File: src/rtl/core/ffr_pkg.sv
// ----------------------------------------------------------------------------
// ffr_pkg: shared types and helpers for the Fletcher frame receiver
// Holds the parse phases, verdict codes, register indexes, reset values and
// the modulo-255 adder used by the checksum.
// ----------------------------------------------------------------------------
package ffr_pkg;

	// Configuration register indexes and reset values.
	localparam int unsigned CfgIndexW = 2;
	localparam logic [CfgIndexW-1:0] CFG_HEADER_FIRST  = 2'd0;
	localparam logic [CfgIndexW-1:0] CFG_HEADER_SECOND = 2'd1;
	localparam logic [CfgIndexW-1:0] CFG_MAX_PAYLOAD   = 2'd2;

	localparam logic [7:0] HEADER_FIRST_RST  = 8'd170;
	localparam logic [7:0] HEADER_SECOND_RST = 8'd85;
	localparam logic [3:0] MAX_PAYLOAD_RST   = 4'd15;

	// Result kinds.
	localparam logic KIND_PAYLOAD = 1'b0;
	localparam logic KIND_VERDICT = 1'b1;

	// Frame verdicts.
	typedef enum logic [1:0] {
		VERDICT_OK         = 2'd0,
		VERDICT_BAD_HEADER = 2'd1,
		VERDICT_TOO_LONG   = 2'd2,
		VERDICT_BAD_CHECK  = 2'd3
	} verdict_t;

	// Parse phases of the receive state machine.
	typedef enum logic [2:0] {
		PH_HEAD1     = 3'd0,
		PH_HEAD2_OK  = 3'd1,
		PH_HEAD2_BAD = 3'd2,
		PH_ID        = 3'd3,
		PH_PAYLOAD   = 3'd4,
		PH_CHECK_HI  = 3'd5,
		PH_CHECK_LO  = 3'd6
	} phase_t;

	// Configuration as seen by the parser.
	typedef struct packed {
		logic [7:0] header_first;
		logic [7:0] header_second;
		logic [3:0] max_payload;
	} ffr_cfg_t;

	// One result item.
	typedef struct packed {
		logic       out_kind;
		logic [7:0] payload_byte;
		logic [3:0] byte_position;
		logic [3:0] command;
		logic [3:0] frame_length;
		verdict_t   verdict;
	} ffr_result_t;

	// Sum of two bytes modulo 255. Either operand may be 255, so the sum can
	// reach 510, which reduces to zero.
	function automatic logic [7:0] add_mod255(input logic [7:0] a, input logic [7:0] b);
		logic [8:0] sum;
		logic [8:0] red;
		sum = {1'b0, a} + {1'b0, b};
		red = (sum >= 9'd255) ? sum - 9'd255 : sum;
		if (red == 9'd255) begin
			red = 9'd0;
		end
		return red[7:0];
	endfunction

endpackage

File: src/rtl/core/ffr_parser.sv
// ----------------------------------------------------------------------------
// ffr_parser: frame state machine and Fletcher-16 check
// Consumes one byte per step, tracks the frame phase and the two running
// sums, and produces at most one result per byte.
// ----------------------------------------------------------------------------
module ffr_parser
	import ffr_pkg::*;
(
	input  logic        clk,
	input  logic        arst_n,
	input  logic        step,
	input  logic [7:0]  byte_in,
	input  ffr_cfg_t    cfg,
	output logic        res_valid,
	output ffr_result_t res
);

	phase_t     phase_q, phase_d;
	logic [3:0] cmd_q;
	logic [3:0] len_q;
	logic [3:0] seen_q;
	logic [7:0] sum1_q;
	logic [7:0] sum2_q;
	logic [7:0] check_hi_q;

	logic [7:0] sum1_next;
	logic [7:0] sum2_next;
	logic [3:0] seen_next;
	logic       check_good;

	// Checksum and position arithmetic for the current byte.
	always_comb begin
		sum1_next  = add_mod255(sum1_q, byte_in);
		sum2_next  = add_mod255(sum2_q, sum1_next);
		seen_next  = seen_q + 4'd1;
		check_good = (check_hi_q == sum1_q) && (byte_in == sum2_q);
	end

	// Next phase.
	always_comb begin
		phase_d = phase_q;
		case (phase_q)
			PH_HEAD1: begin
				phase_d = (byte_in == cfg.header_first) ? PH_HEAD2_OK : PH_HEAD2_BAD;
			end
			PH_HEAD2_OK: begin
				phase_d = (byte_in == cfg.header_second) ? PH_ID : PH_HEAD1;
			end
			PH_HEAD2_BAD: begin
				phase_d = PH_HEAD1;
			end
			PH_ID: begin
				if (byte_in[3:0] > cfg.max_payload) begin
					phase_d = PH_HEAD1;
				end else if (byte_in[3:0] == 4'd0) begin
					phase_d = PH_CHECK_HI;
				end else begin
					phase_d = PH_PAYLOAD;
				end
			end
			PH_PAYLOAD: begin
				phase_d = (seen_next >= len_q) ? PH_CHECK_HI : PH_PAYLOAD;
			end
			PH_CHECK_HI: begin
				phase_d = PH_CHECK_LO;
			end
			PH_CHECK_LO: begin
				phase_d = PH_HEAD1;
			end
			default: begin
				phase_d = PH_HEAD1;
			end
		endcase
	end

	// Result produced by the current byte.
	always_comb begin
		res_valid = 1'b0;
		res       = '{out_kind: KIND_VERDICT, payload_byte: 8'd0, byte_position: 4'd0,
		              command: 4'd0, frame_length: 4'd0, verdict: VERDICT_OK};
		case (phase_q)
			PH_HEAD2_OK: begin
				if (byte_in != cfg.header_second) begin
					res_valid   = 1'b1;
					res.verdict = VERDICT_BAD_HEADER;
				end
			end
			PH_HEAD2_BAD: begin
				res_valid   = 1'b1;
				res.verdict = VERDICT_BAD_HEADER;
			end
			PH_ID: begin
				if (byte_in[3:0] > cfg.max_payload) begin
					res_valid        = 1'b1;
					res.command      = byte_in[7:4];
					res.frame_length = byte_in[3:0];
					res.verdict      = VERDICT_TOO_LONG;
				end
			end
			PH_PAYLOAD: begin
				res_valid         = 1'b1;
				res.out_kind      = KIND_PAYLOAD;
				res.payload_byte  = byte_in;
				res.byte_position = seen_q;
				res.command       = cmd_q;
				res.frame_length  = len_q;
			end
			PH_CHECK_LO: begin
				res_valid        = 1'b1;
				res.command      = cmd_q;
				res.frame_length = len_q;
				res.verdict      = check_good ? VERDICT_OK : VERDICT_BAD_CHECK;
			end
			default: begin
				res_valid = 1'b0;
			end
		endcase
	end

	// Phase and frame state registers.
	always_ff @(posedge clk or negedge arst_n) begin
		if (!arst_n) begin
			phase_q    <= PH_HEAD1;
			cmd_q      <= 4'd0;
			len_q      <= 4'd0;
			seen_q     <= 4'd0;
			sum1_q     <= 8'd0;
			sum2_q     <= 8'd0;
			check_hi_q <= 8'd0;
		end else if (step) begin
			phase_q <= phase_d;
			case (phase_q)
				PH_ID: begin
					cmd_q  <= byte_in[7:4];
					len_q  <= byte_in[3:0];
					seen_q <= 4'd0;
					sum1_q <= byte_in;
					sum2_q <= byte_in;
				end
				PH_PAYLOAD: begin
					seen_q <= seen_next;
					sum1_q <= sum1_next;
					sum2_q <= sum2_next;
				end
				PH_CHECK_HI: begin
					check_hi_q <= byte_in;
				end
				default: begin
					check_hi_q <= check_hi_q;
				end
			endcase
		end
	end

endmodule

File: src/rtl/core/fletcher_frame_receiver.sv
// ----------------------------------------------------------------------------
// fletcher_frame_receiver: deframer with Fletcher-16 frame check
// Recognizes header, ID, payload and check bytes in a received byte stream,
// passes payload bytes on and ends each frame with a verdict.
// ----------------------------------------------------------------------------
// Usage:
//   Bytes enter on rx_valid/rx_ready/rx_byte, one request per byte. Results
//   leave on out_valid/out_ready with one port per field: a payload byte
//   (out_kind 0) for each payload byte, and a verdict (out_kind 1) after the
//   second header byte on a header mismatch, after the ID byte on a too-long
//   length, or after the check low byte.
//   A byte is held in an input register, parsed when the output register is
//   free or draining, and its result is then shown from the output register.
//   One byte is taken every cycle while results drain, because each register
//   reloads in the same cycle that it empties.
//   When out_ready is low with a result waiting, parsing stops, the input
//   register fills, and rx_ready drops until the result is taken.
//   Reset clears both registers' valid flags, returns the parser to waiting
//   for a first header byte and loads the register defaults (170, 85, 15).
//   Configuration writes via cfg_we/cfg_index/cfg_data take effect at once
//   and are meant for idle periods only.
// ----------------------------------------------------------------------------
module fletcher_frame_receiver
	import ffr_pkg::*;
(
	input  logic                 clk,
	input  logic                 arst_n,
	input  logic                 cfg_we,
	input  logic [CfgIndexW-1:0] cfg_index,
	input  logic [7:0]           cfg_data,
	input  logic                 rx_valid,
	output logic                 rx_ready,
	input  logic [7:0]           rx_byte,
	output logic                 out_valid,
	input  logic                 out_ready,
	output logic                 out_kind,
	output logic [7:0]           payload_byte,
	output logic [3:0]           byte_position,
	output logic [3:0]           command,
	output logic [3:0]           frame_length,
	output logic [1:0]           verdict
);

	ffr_cfg_t    cfg_q;
	logic        valid_s1;
	logic [7:0]  byte_s1;
	logic        valid_s2;
	ffr_result_t res_s2;
	logic        advance;
	logic        res_valid;
	ffr_result_t res;

	// Configuration registers.
	always_ff @(posedge clk or negedge arst_n) begin
		if (!arst_n) begin
			cfg_q.header_first  <= HEADER_FIRST_RST;
			cfg_q.header_second <= HEADER_SECOND_RST;
			cfg_q.max_payload   <= MAX_PAYLOAD_RST;
		end else if (cfg_we) begin
			case (cfg_index)
				CFG_HEADER_FIRST:  cfg_q.header_first  <= cfg_data;
				CFG_HEADER_SECOND: cfg_q.header_second <= cfg_data;
				CFG_MAX_PAYLOAD:   cfg_q.max_payload   <= cfg_data[3:0];
				default:           cfg_q               <= cfg_q;
			endcase
		end
	end

	// The held byte is parsed when the output register is free or draining.
	assign advance  = valid_s1 && (!valid_s2 || out_ready);
	assign rx_ready = !valid_s1 || advance;

	// Input register.
	always_ff @(posedge clk or negedge arst_n) begin
		if (!arst_n) begin
			valid_s1 <= 1'b0;
		end else if (rx_ready) begin
			valid_s1 <= rx_valid;
		end
	end

	always_ff @(posedge clk) begin
		if (rx_valid && rx_ready) begin
			byte_s1 <= rx_byte;
		end
	end

	ffr_parser u_parser (
		.clk       (clk),
		.arst_n    (arst_n),
		.step      (advance),
		.byte_in   (byte_s1),
		.cfg       (cfg_q),
		.res_valid (res_valid),
		.res       (res)
	);

	// Output register.
	always_ff @(posedge clk or negedge arst_n) begin
		if (!arst_n) begin
			valid_s2 <= 1'b0;
		end else if (!valid_s2 || out_ready) begin
			valid_s2 <= advance && res_valid;
		end
	end

	always_ff @(posedge clk) begin
		if (advance && res_valid) begin
			res_s2 <= res;
		end
	end

	assign out_valid     = valid_s2;
	assign out_kind      = res_s2.out_kind;
	assign payload_byte  = res_s2.payload_byte;
	assign byte_position = res_s2.byte_position;
	assign command       = res_s2.command;
	assign frame_length  = res_s2.frame_length;
	assign verdict       = res_s2.verdict;

endmodule
File: config.mk
export PLATFORM = sky130hd
export DESIGN_NAME = fletcher_frame_receiver
export DESIGN_NICKNAME = d
export VERILOG_FILES = /design/src/rtl/core/ffr_pkg.sv /design/src/rtl/core/ffr_parser.sv /design/src/rtl/core/fletcher_frame_receiver.sv
export SDC_FILE = /design/constraint.sdc
export NUM_CORES = 1
export LEC_CHECK = 0
export BUFFER_PORTS_ARGS = -buffer_cell sky130_fd_sc_hd__buf_4
export CAP_MARGIN = 10
export CORE_MARGIN = 3
export CORE_UTILIZATION = 65
export DETAILED_ROUTE_END_ITERATION = 6
export GPL_TIMING_DRIVEN = 0
export PLACE_DENSITY = 0.87
export SLEW_MARGIN = 10
export SYNTH_ARGS = -nofsm -noshare
export SYNTH_HDL_FRONTEND = slang
export SYNTH_SLANG_ARGS = --single-unit
export TNS_END_PERCENT = 50
File: constraint.sdc
create_clock -name clk -period 11.55 [get_ports clk]
set_input_delay 1.155 -clock clk [delete_from_list [all_inputs] [get_ports clk]]
set_output_delay 1.155 -clock clk [all_outputs]
set_load 0.05 [all_outputs]
==> impl_results.md, run 1 <==
* Status: complete, no violations
* Post-synth top flop: dfrtp_1
* Post-layout min period at 7.862 ns
* Largest net degree at the start of global routing at 62
* Die area at 0.01030 mm²
* Antenna violations before repair at 0
* CP Capture Type: flip-flop
* Syn Std Cell Area at 0.005924 mm²
* Num ports at 48
* Max Cap Violations at 0
* Dpl hpwl at 10.41 mm
* Synth top area share at 20.70%
* Unrepaired setup endpoints after global routing: false
* Crit path max-delay family: compound AO/OA/AOI/OAI gates
* Nets at 695
* ANT cells at 0
* Crit path DAT at 8.16 ns
* Worst-Skew Late Latency at 0.37 ns
* Syn Inst Count at 583
* Post-synth EDFFs at 31
* Vias per inst at 6.476
* Most common cell after layout, fill and taps aside: nor2_1
* Core ar. at 0.008806 mm²
* Post_cts resized at 0
* Max Slew Vio Count at 0
* Total CTS buffers at 9
* Synth cell types at 72
* Detail Route Antenna Nets at 0
* Placer Congestion at 0.9520
* Clk_skew at 0.01408 ns
* Max FO, Critical Path at 10
* Crit-path most repeated cell: ha_1
* Worst path bufs/invs at 3
* Max incr delay on CP at 0.47 ns
* CP max-delay cell: fa_1
* Hold Vio Cnt, Final at 0
* First-pass GRT wire length at 23.00 mm
* Worst min path class: reg -> reg
* CP Launch Type: flip-flop
* Synth area leader: dfrtp_1
* H-tree levels at 3
* Area Growth Syn to Fin at 11.66%
* Synth Area per Inst at 10.16 µm²
* Vias in the first global route at 4800
* Die Height at 101.5 µm
* First drt pass iteration count at 5
* Initial Utilization at 67.28%
* Vias after detailed routing at 4883
* CP required at 11.85 ns
* Root Driver: clkbuf_8
* Port bufs at 47
* GRT overflow at 0
* Worst slew pin tran at 0.8444 ns
* Cts hold-fix bufs at 0
* Worst slew margin at 43.64%
* Total track usage at 28.77%
* Placed cells at 738
* Setup TNS Final at 0 ns
* Flops & latches, synth at 92
* Setup Fix Bufs, Post-CTS at 0
* YS warnings at 0
* Setup violations, final at 0
* Placed Instance Area at 0.006412 mm²
* Chip Width at 101.5 µm
* Fmax at 0.1272 GHz
* Net count after synthesis at 637
* Clock Sinks at 92
* CTS clk-pin slew, worst paths at 0.10 ns
* Final WL at 14.24 mm
* Drt first-iter violations at 411
* DR WL/cell at 18.89 µm
* Std cell rows at 34
* Synth async-reset ratio at 66.30%
* Final Instance Area at 0.006615 mm²
* DR DRC count at 0
* TritonCTS clock tree: done
* Type of the worst setup path: reg -> reg
* Synth area leaders: dfrtp_1 21%, edfxtp_1 16%, ha_1 6.1%, mux2_2 5.5%, dfstp_2 5.3%
* CTS max path bufs at 2
* Seq/Total Area, Yosys at 41.73%
* Non-filler cells in the finished layout at 754
* Layout cells sized above 1 at 21.52%
* Commonest non-fill, non-tap cells in the layout: 56 x nor2_1, 51 x nand2_1, 49 x dfrtp_1
* Period utilisation layout at 68.07%
-- per-layer routing --
metal / share of wire [%] / wire length [µm] / GRT usage (%) / vias to the layer above
met2: 49 / 6964 / 47.79 / 236
met5: 0 / 0 / 0 / -
li1: - / - / - / 2250
met1: 40 / 5755 / 36.22 / 2352
met4: 2.8 / 405 / 11.45 / 0
met3: 7.8 / 1114 / 7.163 / 45
-- stage by stage --
stage,hold slack [ns],worst slack (ns),utilization [%]
2_1_floorplan,0.4461,4.933,-
3_3_place_gp,0.4596,4.131,72.82
3_5_place_dp,0.4694,3.920,72.82
4_1_cts,0.4906,3.840,75.06
5_1_grt,0.5170,3.325,75.12
6_report,0.4941,3.688,75.12
-- Yosys cell counts (6+ instances only) --
cell type and n:
nor2_1 56, nand2_1 51, dfrtp_1 49, o21ai_0 38, edfxtp_1 31, xor2_1 31, ha_1 29, mux2_2 29
a21oi_1 26, and2_1 15, xnor2_1 15, clkbuf_1 14, inv_1 13, nand3_1 13, a22o_1 12, dfstp_2 12
nor4_1 10, nor3_1 7, o211ai_1 7, o32ai_1 7, buf_2 6, nand2b_1 6
-- area by class of cell --
| type | instances | area [µm²] |
|---|---|---|
| Inverter | 13 | 48.80 |
| Tap cell | 108 | 135.1 |
| Timing Repair Buffer | 47 | 352.8 |
| Sequential cell | 92 | 2472 |
| Multi-Input combinational cell | 451 | 3248 |
| Clock inverter | 7 | 73.82 |
| Fill cell | 617 | 2191 |
| Clock buffer | 9 | 123.9 |
| Buffer | 27 | 160.2 |
-- flip-flops by register name (all words and copies together), names as in the netlist --
signal / count
payload_byte: 8
u_parser.sum1_q: 8
byte_position: 4
out_kind: 1
command: 4
u_parser.seen_q: 4
out_valid: 1
u_parser.check_hi_q: 8
u_parser.sum2_q: 8
byte_s1: 8
cfg_q: 20
verdict: 2
frame_length: 4
u_parser.len_q: 4
valid_s1: 1
u_parser.phase_q: 3
u_parser.cmd_q: 4
-- final timing paths --
kind / from / endpoint / slack [ns] / depth (start not counted)
worst max register to register: u_parser.sum1_q[0] / u_parser.sum2_q[6] / 3.69 / 31
max in group asynchronous: arst_n / u_parser.sum2_q[0] / 10.19 / 1
worst min register to register: u_parser.cmd_q[0] / u_parser.cmd_q[0] / 0.49 / 2
worst max-delay path: u_parser.sum1_q[0] / u_parser.sum2_q[6] / 3.69 / 31
min in group asynchronous: arst_n / u_parser.check_hi_q[4] / 0.85 / 1
worst min-delay path: u_parser.cmd_q[0] / u_parser.cmd_q[0] / 0.49 / 2
-- kinds of logic after synthesis --
family                     synth area share (%)
and+or+nand+nor                           17.00
AOI/OAI and AO/OA                         17.23
DFF                                       41.73
xor gates and xnor gates                  7.350
buffers and inverters                     3.527
muxes                                     6.357
adders and majority gates                 6.800
-- worst register-to-register path: cells and delay by family (launching register included) --
kind            cells  cell delay (ns)
compound gates     11             2.70
simple gates       10             2.00
fa+ha+maj           6             1.88
buf+inv             3             0.54
flops               1             0.45
xor+xnor            1             0.24
Power of run 1 is not shown: default switching activity piles up to over one toggle a cycle in this logic, so the estimate is an artifact.
==> inputs of run 2 (changes only) <==
Settings changed: ABC_AREA set to 1, CORE_UTILIZATION 65 to 60, PLACE_DENSITY 0.87 to 0.81.
Clock period 11.55 ns to 7.3 ns, I/O delays scaled along.
==> run 2 against run 1 <==
Net effect: count of clock-buffer cells in the layout unchanged; utilization is 4.2 points lower; worst setup slack worse by 2.9 ns; global-route usage down 2.6 points; first-iteration DRC count fell by 7.8%; sequential cell count did not move; critical endpoint unchanged.
==> impl_results.md, run 2 <==
* GRT overflow at 0 (unchanged)
* Synth area leader: dfrtp_1
* Worst r2r dst: u_parser.sum2_q[6]
* Final WL at 13.06 mm (-8.3%)
* Cts hold-fix bufs at 0 (unchanged)
* R2r worst-path depth at 37 (+19%)
* Top cells by count, synth: 158 x nand2_1, 90 x inv_1, 71 x nor2_1, 58 x o21ai_0, 50 x nand3_1
* Syn Inst Count at 707 (+21%)
* CP max-delay cell: edfxtp_1
* Syn Std Cell Area at 0.005667 mm² (-4.4%)
* Drt first-iter violations at 379 (-7.8%)
* Commonest non-fill, non-tap cells in the layout: 158 x nand2_1, 90 x inv_1, 71 x nor2_1
* H-tree levels at 3 (unchanged)
* Vias after detailed routing at 4939 (+1.1%)
* Port bufs at 47 (unchanged)
* Cell with the most instances after synthesis: nand2_1
* Period utilisation layout at 88.83% (+21 points)
* Vias in the first global route at 4787 (-0.27%)
* ANT cells at 0 (unchanged)
* GR Layer Usage met2 at 43.81% (-4.0 points)
* Most common cell after layout, fill and taps aside: nand2_1
* Synth async-reset ratio at 66.30% (unchanged)
* Num ports at 48 (unchanged)
* Type of the worst setup path: reg -> reg
* Placer Congestion at 0.9186 (-3.5%)
* Crit path max-delay family: simple AND/OR/NAND/NOR gates
* Largest net degree at the start of global routing at 62 (unchanged)
* Setup violations, final at 0 (unchanged)
* Hold Vio Cnt, Final at 0 (unchanged)
* Worst setup margin at 0.8157 ns (-2.872 ns)
* Grt peak-use layer: met2
* CP Capture Type: flip-flop
* DR DRC count at 0 (unchanged)
* Met3 usage at 4.225% (-2.9 points)
* Unrepaired setup endpoints after global routing: false
* Vias per inst at 5.619 (-13%)
* Setup TNS Final at 0 ns (unchanged)
* Post-synthesis adder-cell area fraction at 7.110% (+0.31 points)
* Layout cells sized above 1 at 13.36% (-8.2 points)
* Synth Area per Inst at 8.015 µm² (-21%)
* Dpl hpwl at 10.01 mm (-3.9%)
* Max reg flops at 20 (unchanged)
* Reg2reg setup slack at 0.82 ns (-2.87 ns)
* Worst r2r src: byte_s1[0]
* Nets at 820 (+18%)
* Mux cell area share after synthesis at 0% (-6.4 points)
* Worst path bufs/invs at 3 (unchanged)
* CP Launch Type: flip-flop
* Net count after synthesis at 761 (+19%)
* Worst min path class: in -> async
* Setup Fix Bufs, Post-CTS at 0 (unchanged)
* Synth cell types at 45 (-38%)
* Post-layout min period at 6.484 ns (-1.378 ns)
* Worst-Skew Late Latency at 0.36 ns (about the same)
* Clock Sinks at 92 (unchanged)
* Seq/Total Area, Yosys at 43.63% (+1.9 points)
* CP required at 7.54 ns (-4.31 ns)
* Die Height at 103.2 µm (+1.7%)
* YS warnings at 0 (unchanged)
* Synth area leaders: dfrtp_1 22%, edfxtp_1 16%, nand2_1 10%, ha_1 6.4%, inv_1 6.0%
* Detail Route Antenna Nets at 0 (unchanged)
* GRT met1 Usage at 35.07% (-1.2 points)
* CTS max path bufs at 2 (unchanged)
* DR WL/cell at 14.86 µm (-21%)
* First-pass GRT wire length at 21.85 mm (-5.0%)
* Post_cts resized at 0 (unchanged)
* Status: complete, no violations
* Area Growth Syn to Fin at 11.86%
* Crit path DAT at 6.73 ns (-1.43 ns)
* Chip Width at 103.2 µm (+1.7%)
* Core ar. at 0.008934 mm² (+1.4%)
* Antenna violations before repair at 0 (unchanged)
* Initial Utilization at 63.43% (-3.8 points)
* Post-Synth XOR/XNOR Area at 5.697% (-1.7 points)
* Die area at 0.01065 mm² (+3.4%)
* Max Slew Vio Count at 0 (unchanged)
* Post-synth top flop: dfrtp_1
* Flops & latches, synth at 92 (unchanged)
* Root Driver: clkbuf_8
* Simple-gate portion of the synthesized area at 25.77% (+8.8 points)
* Worst slew margin at 40.80% (-2.8 points)
* Crit-path most repeated cell: nand2_1
* CTS clk-pin slew, worst paths at 0.09 ns (about the same)
* Top reg by flops: cfg_q
* Post-synth EDFFs at 31 (unchanged)
* Worst slew pin tran at 0.8788 ns (+0.03432 ns)
* Synth Area in Compound Gates at 10.49% (-6.7 points)
* Multi-input gate area at 0.002786 mm² (-14%)
* Std cell rows at 34 (unchanged)
* # fillers at 707 (+15%)
* First drt pass iteration count at 5 (unchanged)
* Max Cap Violations at 0 (unchanged)
* Max incr delay on CP at 0.54 ns (+0.07 ns)
* Pre-CTS WS at 0.9020 ns (-3.018 ns)
* Reg area at 0.002472 mm² (unchanged)
* Main combinational cell family by area after synthesis: simple AND/OR/NAND/NOR gates
* Synth top area share at 21.64% (+0.94 points)
* Total CTS buffers at 9 (unchanged)
* Total track usage at 26.19% (-2.6 points)
* TritonCTS clock tree: done
* Max FO, Critical Path at 9 (-1)
* Clk_skew at 0.01130 ns (-0.002773 ns)
* Fmax at 0.1542 GHz (+21%)
## run 2: cell type report
cell class	instances	share of cell area [%]
Multi-Input combinational cell	506	43.96
Sequential cell	92	39.01
Timing Repair Buffer	48	5.744
Inverter	96	5.724
Tap cell	108	2.132
Clock buffer	9	1.954
Buffer	13	0.8093
Clock inverter	7	0.6711
## run 2: stage by stage
step                      instances  instance area (µm²)  hold WS [ns]  utilization [%]
after detailed placement        863                 6172        0.4751            69.09
after global routing            879                 6339        0.4887            70.95
after CTS                       879                 6339        0.4616            70.95
after global placement          862                 6155        0.4685            68.89
after floorplan                 707                 5667        0.4344                -
final                           879                 6339        0.4429            70.95
## run 2: per-layer routing
| metal | vias up | routed length, µm | share of wire (%) |
|---|---|---|---|
| met5 | - | 0 | 0 |
| met4 | 0 | 302 | 2.3 |
| met3 | 30 | 592 | 4.5 |
| met2 | 175 | 6385 | 49 |
| met1 | 2303 | 5777 | 44 |
| li1 | 2431 | - | - |
## run 2: worst max path at each step
stage / startpoint / end / depth (start not counted) / slack (ns)
2_1_floorplan: byte_s1[0] / u_parser.sum2_q[3] / 37 / 1.90
3_3_place_gp: byte_s1[0] / u_parser.sum2_q[6] / 37 / 1.13
3_5_place_dp: byte_s1[0] / u_parser.sum2_q[6] / 37 / 0.90
4_1_cts: byte_s1[0] / u_parser.sum2_q[6] / 37 / 0.87
5_1_grt: byte_s1[0] / u_parser.sum2_q[4] / 37 / 0.24
6_report: byte_s1[0] / u_parser.sum2_q[6] / 37 / 0.82
## run 2: logic make-up (layout without fill, tap and decap cells)
family          after synthesis  in the layout
fa+ha+maj                    31             31
compound gates              112            112
xor+xnor                     36             36
flops                        92             92
simple gates                327            327
buf+inv                     109            173
Power of run 2 is left out for the same reason.
